==> src/hdl/edf_pkg.sv <==
package edf_pkg;

   // Field widths of the words and of the slot table
   localparam int NUM_SLOTS_DEFAULT = 16;
   localparam int FACTOR_W          = 4;
   localparam int TAG_W             = 8;
   localparam int TIME_W            = 32;
   localparam int BURST_W           = 16;
   localparam int DEADLINE_W        = 36;
   localparam int PROD_W            = FACTOR_W + BURST_W;

   localparam logic [FACTOR_W-1:0] FACTOR_RESET = FACTOR_W'(2);
   localparam logic [TIME_W-1:0]   TIME_MAX     = '1;

   // Function codes of a request word
   localparam logic FUNC_SUBMIT = 1'b0;
   localparam logic FUNC_TICK   = 1'b1;

   typedef enum logic [2:0] {
      STATUS_ACCEPTED   = 3'd0,
      STATUS_FULL       = 3'd1,
      STATUS_RAN        = 3'd2,
      STATUS_IDLE       = 3'd3,
      STATUS_ZERO_BURST = 3'd4
   } status_type;

   typedef struct packed {
      logic               func;
      logic [TAG_W-1:0]   task_tag;
      logic [TIME_W-1:0]  arrival;
      logic [BURST_W-1:0] burst;
   } req_type;

   typedef struct packed {
      status_type         status;
      logic [TAG_W-1:0]   running_tag;
      logic               completed;
      logic [TIME_W-1:0]  turnaround;
      logic [TIME_W-1:0]  waiting;
      logic [TIME_W-1:0]  time_now;
   } rsp_type;

   // One entry of the slot memory
   typedef struct packed {
      logic [TAG_W-1:0]      tag;
      logic [TIME_W-1:0]     arrival;
      logic [BURST_W-1:0]    burst;
      logic [BURST_W-1:0]    remaining;
      logic [DEADLINE_W-1:0] deadline;
   } entry_type;

   // Which kind of response word the datapath is to build
   typedef enum logic [1:0] {
      RES_ACCEPT,
      RES_FULL,
      RES_ZERO,
      RES_TICK
   } res_type;

   typedef enum logic [2:0] {
      S_IDLE,
      S_DECODE,
      S_FIND,
      S_SCAN,
      S_DRAIN,
      S_APPLY,
      S_REPORT
   } ctrl_state_type;

   // Commands from the controller to the datapath
   typedef struct packed {
      logic    load_req;
      logic    clear;
      logic    read;
      logic    advance;
      logic    fill;
      logic    apply;
      logic    emit;
      res_type res;
   } cmd_type;

   // Status from the datapath to the controller
   typedef struct packed {
      logic is_tick;
      logic zero_burst;
      logic slot_free;
      logic scan_last;
   } stat_type;

endpackage

==> src/hdl/edf_preemptive_scheduler.sv <==
// Preemptive earliest-deadline-first scheduler over NUM_SLOTS task slots. A request word
// is taken when start is high and busy is low; exactly one response word follows, shown
// on rsp_word for a single cycle with rsp_valid high, in the same cycle as busy falls. The
// receiver cannot hold responses off, so it must take every word as it comes. A submit
// with zero burst is answered straight from the decode state; any other submit walks the
// valid bits one per cycle from slot 0 and stops at the lowest free slot, or answers full
// after the last slot. A tick reads the slot memory one entry per cycle for the deadline
// compare; then a drain state compares the last read, an apply state writes back the
// chosen task and a report state forms the response. A new request word can be taken
// in the same cycle as the response word appears. Slot contents need no clearing after
// reset; the valid bits alone are cleared.
module edf_preemptive_scheduler #(
   parameter int NUM_SLOTS = edf_pkg::NUM_SLOTS_DEFAULT
) (
   input  logic                         clock,
   input  logic                         reset,
   input  logic                         start,
   output logic                         busy,
   input  edf_pkg::req_type             req_word,
   input  logic                         csr_we,
   input  logic [edf_pkg::FACTOR_W-1:0] csr_wdata,
   output logic                         rsp_valid,
   output edf_pkg::rsp_type             rsp_word
);
   import edf_pkg::*;

   cmd_type  cmd;
   stat_type stat;

   edf_ctrl u_ctrl (
      .clock (clock),
      .reset (reset),
      .start (start),
      .stat  (stat),
      .busy  (busy),
      .cmd   (cmd)
   );

   edf_dp #(
      .NUM_SLOTS (NUM_SLOTS)
   ) u_dp (
      .clock     (clock),
      .reset     (reset),
      .cmd       (cmd),
      .stat      (stat),
      .req_word  (req_word),
      .csr_we    (csr_we),
      .csr_wdata (csr_wdata),
      .rsp_valid (rsp_valid),
      .rsp_word  (rsp_word)
   );

   // A response word only ever follows a busy cycle.
   a_rsp_after_busy: assert property (@(posedge clock) disable iff (reset)
      rsp_valid |-> $past(busy))
      else $error("response word without a request in progress");

   // Each request gives a single one-cycle response word.
   a_rsp_single: assert property (@(posedge clock) disable iff (reset)
      rsp_valid |=> !rsp_valid)
      else $error("response strobe held for more than one cycle");

   // Taking a request word always makes the block busy.
   a_accept_busy: assert property (@(posedge clock) disable iff (reset)
      (start && !busy) |=> busy)
      else $error("request word taken without going busy");

   // Completion is only reported for a tick that ran a task.
   a_completed_ran: assert property (@(posedge clock) disable iff (reset)
      (rsp_valid && rsp_word.completed) |-> (rsp_word.status == STATUS_RAN))
      else $error("completion reported without a task run");

endmodule

==> src/hdl/edf_ctrl.sv <==
module edf_ctrl (
   input  logic              clock,
   input  logic              reset,
   input  logic              start,
   input  edf_pkg::stat_type stat,
   output logic              busy,
   output edf_pkg::cmd_type  cmd
);
   import edf_pkg::*;

   ctrl_state_type state_ff, state_in;

   // State register
   always_ff @(posedge clock) begin
      if (reset) begin
         state_ff <= S_IDLE;
      end else begin
         state_ff <= state_in;
      end
   end

   // Next state and commands
   always_comb begin
      state_in = state_ff;
      cmd      = '0;
      cmd.res  = RES_ACCEPT;
      busy     = (state_ff != S_IDLE);
      case (state_ff)
         S_IDLE: begin
            if (start) begin
               cmd.load_req = 1'b1;
               cmd.clear    = 1'b1;
               state_in     = S_DECODE;
            end
         end
         S_DECODE: begin
            if (stat.is_tick) begin
               state_in = S_SCAN;
            end else if (stat.zero_burst) begin
               cmd.emit = 1'b1;
               cmd.res  = RES_ZERO;
               state_in = S_IDLE;
            end else begin
               state_in = S_FIND;
            end
         end
         S_FIND: begin
            // Walk the valid bits until the lowest free slot turns up or the last slot is found full.
            if (stat.slot_free) begin
               cmd.fill = 1'b1;
               cmd.emit = 1'b1;
               cmd.res  = RES_ACCEPT;
               state_in = S_IDLE;
            end else if (stat.scan_last) begin
               cmd.emit = 1'b1;
               cmd.res  = RES_FULL;
               state_in = S_IDLE;
            end else begin
               cmd.advance = 1'b1;
            end
         end
         S_SCAN: begin
            cmd.read    = 1'b1;
            cmd.advance = 1'b1;
            if (stat.scan_last) begin
               state_in = S_DRAIN;
            end
         end
         S_DRAIN: begin
            // The last memory read is compared in this cycle.
            state_in = S_APPLY;
         end
         S_APPLY: begin
            cmd.apply = 1'b1;
            state_in  = S_REPORT;
         end
         S_REPORT: begin
            cmd.emit = 1'b1;
            cmd.res  = RES_TICK;
            state_in = S_IDLE;
         end
         default: begin
            state_in = S_IDLE;
         end
      endcase
   end

endmodule

==> src/hdl/edf_dp.sv <==
module edf_dp #(
   parameter int NUM_SLOTS = edf_pkg::NUM_SLOTS_DEFAULT
) (
   input  logic                           clock,
   input  logic                           reset,
   input  edf_pkg::cmd_type               cmd,
   output edf_pkg::stat_type              stat,
   input  edf_pkg::req_type               req_word,
   input  logic                           csr_we,
   input  logic [edf_pkg::FACTOR_W-1:0]   csr_wdata,
   output logic                           rsp_valid,
   output edf_pkg::rsp_type               rsp_word
);
   import edf_pkg::*;

   localparam int IDX_W = (NUM_SLOTS > 1) ? $clog2(NUM_SLOTS) : 1;
   localparam logic [IDX_W-1:0] LAST_IDX = IDX_W'(NUM_SLOTS - 1);

   logic [FACTOR_W-1:0]   factor_ff;
   req_type               req_ff;
   logic [PROD_W-1:0]     prod;
   logic [DEADLINE_W-1:0] deadline_ff, deadline_in;
   logic [NUM_SLOTS-1:0]  valid_ff;
   entry_type             mem [NUM_SLOTS];
   logic [IDX_W-1:0]      idx_ff, rd_idx_ff, best_idx_ff, wr_idx;
   entry_type             rd_ff, best_ff, wr_entry;
   logic                  rd_vld_ff, best_found_ff;
   logic [TIME_W-1:0]     time_ff, time_nx_ff, time_nx_in, turn_ff, wait_in;
   logic                  comp_ff;
   logic [BURST_W-1:0]    rem_dec;
   logic                  cand_ok, cand_better, mem_we, last_unit;
   rsp_type               rsp_ff, rsp_in;
   logic                  rsp_valid_ff;

   // Deadline factor register
   always_ff @(posedge clock) begin
      if (reset) begin
         factor_ff <= FACTOR_RESET;
      end else if (csr_we) begin
         factor_ff <= csr_wdata;
      end
   end

   // Request word capture and the deadline of a submitted task
   assign prod        = PROD_W'(factor_ff) * PROD_W'(req_ff.burst);
   assign deadline_in = DEADLINE_W'(req_ff.arrival) + DEADLINE_W'(prod);

   always_ff @(posedge clock) begin
      if (cmd.load_req) begin
         req_ff <= req_word;
      end
      deadline_ff <= deadline_in;
   end

   // Slot index counter shared by the free-slot search and the tick scan
   always_ff @(posedge clock) begin
      if (reset) begin
         idx_ff <= '0;
      end else if (cmd.clear) begin
         idx_ff <= '0;
      end else if (cmd.advance) begin
         idx_ff <= idx_ff + 1'b1;
      end
   end

   // Slot memory: one write port, one registered read port
   assign rem_dec   = best_ff.remaining - 1'b1;
   assign last_unit = (rem_dec == '0);
   assign mem_we    = cmd.fill || (cmd.apply && best_found_ff);
   assign wr_idx    = cmd.fill ? idx_ff : best_idx_ff;

   always_comb begin
      if (cmd.fill) begin
         wr_entry.tag       = req_ff.task_tag;
         wr_entry.arrival   = req_ff.arrival;
         wr_entry.burst     = req_ff.burst;
         wr_entry.remaining = req_ff.burst;
         wr_entry.deadline  = deadline_ff;
      end else begin
         wr_entry           = best_ff;
         wr_entry.remaining = rem_dec;
      end
   end

   always_ff @(posedge clock) begin
      if (mem_we) begin
         mem[wr_idx] <= wr_entry;
      end
      if (cmd.read) begin
         rd_ff     <= mem[idx_ff];
         rd_idx_ff <= idx_ff;
      end
   end

   // Valid bits: set on a fill, cleared when a task finishes its last unit
   always_ff @(posedge clock) begin
      if (reset) begin
         valid_ff <= '0;
      end else begin
         if (cmd.fill) begin
            valid_ff[idx_ff] <= 1'b1;
         end
         if (cmd.apply && best_found_ff && last_unit) begin
            valid_ff[best_idx_ff] <= 1'b0;
         end
      end
   end

   // Earliest-deadline compare on each word read back during the scan.
   // Strict comparisons keep the lower slot on a full tie.
   assign cand_ok = rd_vld_ff && valid_ff[rd_idx_ff] && (rd_ff.remaining != '0)
                    && (rd_ff.arrival <= time_ff);
   assign cand_better = !best_found_ff
                        || (rd_ff.deadline < best_ff.deadline)
                        || ((rd_ff.deadline == best_ff.deadline)
                            && (rd_ff.remaining < best_ff.remaining));

   always_ff @(posedge clock) begin
      if (reset) begin
         rd_vld_ff     <= 1'b0;
         best_found_ff <= 1'b0;
      end else begin
         rd_vld_ff <= cmd.read;
         if (cmd.clear) begin
            best_found_ff <= 1'b0;
         end else if (cand_ok && cand_better) begin
            best_found_ff <= 1'b1;
         end
      end
   end

   always_ff @(posedge clock) begin
      if (cand_ok && cand_better) begin
         best_ff     <= rd_ff;
         best_idx_ff <= rd_idx_ff;
      end
   end

   // Time counter with its saturating successor held ready
   assign time_nx_in = (time_ff == TIME_MAX) ? time_ff : time_ff + 1'b1;

   always_ff @(posedge clock) begin
      if (reset) begin
         time_ff    <= '0;
         time_nx_ff <= TIME_W'(1);
      end else begin
         time_nx_ff <= time_nx_in;
         if (cmd.apply) begin
            time_ff <= time_nx_ff;
         end
      end
   end

   // Completion and turnaround, taken when the chosen task runs its unit
   always_ff @(posedge clock) begin
      if (cmd.apply) begin
         comp_ff <= best_found_ff && last_unit;
         turn_ff <= time_nx_ff - best_ff.arrival;
      end
   end

   // Waiting time, clamped at zero when the time counter has saturated
   assign wait_in = (turn_ff >= TIME_W'(best_ff.burst)) ?
                    (turn_ff - TIME_W'(best_ff.burst)) : '0;

   // Response word
   always_comb begin
      rsp_in          = '0;
      rsp_in.status   = STATUS_ACCEPTED;
      rsp_in.time_now = time_ff;
      case (cmd.res)
         RES_ACCEPT: begin
            rsp_in.status = STATUS_ACCEPTED;
         end
         RES_FULL: begin
            rsp_in.status = STATUS_FULL;
         end
         RES_ZERO: begin
            rsp_in.status = STATUS_ZERO_BURST;
         end
         RES_TICK: begin
            if (best_found_ff) begin
               rsp_in.status      = STATUS_RAN;
               rsp_in.running_tag = best_ff.tag;
               rsp_in.completed   = comp_ff;
               if (comp_ff) begin
                  rsp_in.turnaround = turn_ff;
                  rsp_in.waiting    = wait_in;
               end
            end else begin
               rsp_in.status = STATUS_IDLE;
            end
         end
         default: begin
            rsp_in.status = STATUS_ACCEPTED;
         end
      endcase
   end

   always_ff @(posedge clock) begin
      if (reset) begin
         rsp_valid_ff <= 1'b0;
      end else begin
         rsp_valid_ff <= cmd.emit;
      end
   end

   always_ff @(posedge clock) begin
      if (cmd.emit) begin
         rsp_ff <= rsp_in;
      end
   end

   assign rsp_valid = rsp_valid_ff;
   assign rsp_word  = rsp_ff;

   // Status back to the controller
   assign stat.is_tick    = (req_ff.func == FUNC_TICK);
   assign stat.zero_burst = (req_ff.burst == '0);
   assign stat.slot_free  = !valid_ff[idx_ff];
   assign stat.scan_last  = (idx_ff == LAST_IDX);

endmodule
==> config.mk <==
export PLATFORM = sky130hd
export DESIGN_NAME = edf_preemptive_scheduler
export DESIGN_NICKNAME = d
export VERILOG_FILES = /design/src/hdl/edf_pkg.sv /design/src/hdl/edf_preemptive_scheduler.sv /design/src/hdl/edf_ctrl.sv /design/src/hdl/edf_dp.sv
export SDC_FILE = /design/constraint.sdc
export NUM_CORES = 2
export LEC_CHECK = 0
export BUFFER_PORTS_ARGS = -buffer_cell sky130_fd_sc_hd__buf_4
export CORE_MARGIN = 5
export CORE_UTILIZATION = 40
export CTS_CLUSTER_SIZE = 40
export DETAILED_ROUTE_END_ITERATION = 12
export HOLD_SLACK_MARGIN = 0.02
export PLACE_DENSITY = 0.64
export SYNTH_ARGS = -nofsm -noshare
export SYNTH_HDL_FRONTEND = slang
export SYNTH_SLANG_ARGS = --single-unit
==> constraint.sdc <==
create_clock -name clock -period 12 [get_ports clock]
set_clock_uncertainty 0.1 [all_clocks]
set_input_delay 3.6 -clock clock [delete_from_list [all_inputs] [get_ports clock]]
set_output_delay 3.6 -clock clock [all_outputs]
set_load 0.02 [all_outputs]
==> summary.txt <==
FP Rows - 175
largest area contributor in the netlist - edfxtp_1
sequential cell area fraction in the yosys report - 73.3%
vias in the first global route - 47700
busiest grt layer - met2
Initial Util - 40.2%
Max VDD drop - 0.000154 V
final period utilization - 56.2%
DIE WIDTH - 488 um
Reg power frac - 53.0%
crit path max-delay cell type - dfxtp_4
Max Cap Viol - 0
min-delay src - u_dp.rd_ff[103]
Core Footprint - 0.227 mm^2
Mapped Avg Cell Area - 19.2 um^2
startpoint types - register
total number of vias - 47000
fmax - 148 MHz
Synth cell types - 68
WHS Endpoint - u_dp.best_ff[103]
RSZ-0062 raised after global routing - false
post-CTS sizing - 0
Fin Hold WS - 0.316 ns
top-count cell post-synth - edfxtp_1
Yosys top cell area share - 70.6%
first-pass GRT wire length - 337000 um
syn nets - 5041
M2 GR Usage - 31.2%
setup tns final - 0 ns
Hold WC Path Type - reg -> reg
Cell Pwr Density - 159 mW/mm^2
#FFs+latches synth - 2277
share of cells above drive strength 1 - 23.6%
FFs w/ async S/R, synth - 0%
Tot Pwr - 16.7 mW
H-tree levels - 4
Final #Nets - 5408
Hold Path Stages - 0
crit path cell chain - buf_12 -> mux4_2 -> mux4_2 -> or3_2 -> nor2_1 -> a32oi_1 -> nor2_4 -> buf_4 -> buf_4
met3 global-route usage - 2.71%
R2R Setup Slk - 5.26 ns
Main synth FF type - edfxtp_1
Fin. Hold Viols - 0
Area contributors post-synth - edfxtp_1, mux4_2, dfxtp_1, ha_1, fa_1
drt via density - 5.64
Clock Sinks - 2277
pin count of the biggest net entering global routing - 144
Slew Limit Fails - 0
most instantiated cells after synthesis - edfxtp_1, mux4_2, inv_1
GR Util met1 - 27.5%
DP Worst Slack - 5.19 ns
WL/cell - 28.0 um
Synth-to-Final Area Change - 14.5%
CTS tree - done
Port Buf Inserts - 174
Final setup viols - 0
largest delay contributor family on the critical path - buffers and inverters
hold-fix buffers at CTS - 0
initial drt markers - 5168
Routability Congestion - 0.848
Inserted Clock Buffers - 224
leak pwr - 33.8 nW
CTS max path bufs - 3
Detail Route Antenna Nets - 0
Synth warnings - 0
Post-Layout Cell Count - 8337
reg-to-reg critical path startpoint - u_dp.idx_ff[0]
CP required - 12.38 ns
total grt overflow - 0
CP Class - reg -> reg
Cell Area, Synth - 0.0915 mm^2
Crit Path Max Fanout - 91
Final min period - 6.74 ns
Post-synth EDFFs - 2150
Die Span Y - 488 um
total global-route track usage - 19.5%
final wirelength - 234000 um
cell area after layout - 0.105 mm^2
Buf+Inv Stages, Crit Path - 3
worst skew pair latency - 0.88 ns
Final HPWL DP - 139000 um
Residual DRC - 0
Int Power - 13.2 mW
r2r worst-path depth - 9
Slew headroom - 9.29%
end of the worst register-to-register path - u_dp.mem[4][59]
Post-DP Area - 0.0972 mm^2
initial antenna violation count - 5
Net Sw Frac - 21.2%
CP max stage delay - 0.91 ns
post-CTS setup buffers - 0
Tightest Pin Transition - 1.35 ns
Die ar. - 0.238 mm^2
WP data arrival - 7.12 ns
I/O Pins - 175
fin util - 46.0%
Worst-path clk slew - 0.06 ns
clock share of power - 42.8%
Synth Instances - 4762
Final WS setup - 5.26 ns
outcome - finished, final reports clean
power share of the combinational group - 4.2%
clk root buf - clkbuf_16
Critical Path Sink Type - register
DRT Pass-1 Iters - 5
placed cells - 7912
Net Switching - 3.54 mW
-- area by class of cell --
class | instances | area, um^2
clock inverters | 131 | 1550
well taps | 3009 | 3760
clock buffers | 287 | 5970
flip-flops and latches | 2277 | 67100
diodes | 7 | 17.5
multi-input cells | 2050 | 22900
repair buffers | 325 | 2500
inverters | 251 | 947
fillers | 18800 | 123000
-- how the worst max path moves through the flow --
stage | depth (start not counted) | from | endpoint | slack (ns)
2_1_floorplan | 7 | u_dp.rd_ff[19] | u_dp.best_ff[0] | 3.48
3_3_place_gp | 9 | u_dp.idx_ff[0] | u_dp.mem[4][14] | 5.26
6_report | 9 | u_dp.idx_ff[0] | u_dp.mem[4][59] | 5.26
3_5_place_dp | 9 | u_dp.idx_ff[0] | u_dp.mem[4][13] | 5.19
4_1_cts | 9 | u_dp.idx_ff[0] | u_dp.mem[4][44] | 5.17
5_1_grt | 9 | u_dp.idx_ff[0] | u_dp.mem[4][44] | 4.90
-- power groups by stage --
stage / sequential, mW / clock, mW / combinational [mW]
4_1_cts: 8.86 / 7.26 / 0.706
6_report: 8.86 / 7.14 / 0.700
2_1_floorplan: 9.00 / 0 / 0.414
3_5_place_dp: 9.02 / 0 / 0.703
3_3_place_gp: 9.03 / 0 / 0.693
5_1_grt: 8.86 / 7.62 / 0.761
-- layer usage --
metal  up-vias  share of wire [%]
li1      19800                  -
met1     24900                 41
met2      1982                 48
met3       344                7.0
met4         2                3.6
met5         -             0.0047
-- layout by cell type (no fill, tap or decap), types with 18 or more instances in the layout --
cell type and instances:
a21o_1 48, a21oi_1 122, a31oi_1 24, a32oi_1 18, and2_1 92, and3_1 20, buf_4 319, bufinv_16 28
clkbuf_1 51, clkbuf_16 225, clkinv_1 39, clkinv_2 31, dfxtp_1 123, edfxtp_1 2150, fa_1 47, ha_1 167
inv_1 249, mux4_2 550, nand2_1 245, nand3_1 26, nand4_1 42, nor2_1 129, nor2b_1 27, nor3_1 38
nor4_1 19, o21ai_0 126, o21ai_1 20, xnor2_1 86, xor2_1 25
-- registers in the layout (all words and copies together), names as in the netlist, 33 cells and up --
name and count:
u_dp.req_ff 56, u_dp.rd_ff 108, u_dp.mem 1728, u_dp.deadline_ff 33, u_dp.rsp_word 108, u_dp.best_ff 108
-- cells by family (layout without fill, tap and decap cells) --
kind of cell / count (synthesis) / after routing / synth area share, %
adders and majority gates: 214 / 214 / 3.31
other: 0 / 7 / 0
DFF: 2277 / 2277 / 73.3
xor gates and xnor gates: 111 / 111 / 1.06
buffers and inverters: 435 / 994 / 1.82
and+or+nand+nor: 724 / 724 / 3.89
muxes: 559 / 559 / 13.6
AOI/OAI and AO/OA: 442 / 442 / 2.93
(Power assumes the default switching activity.)
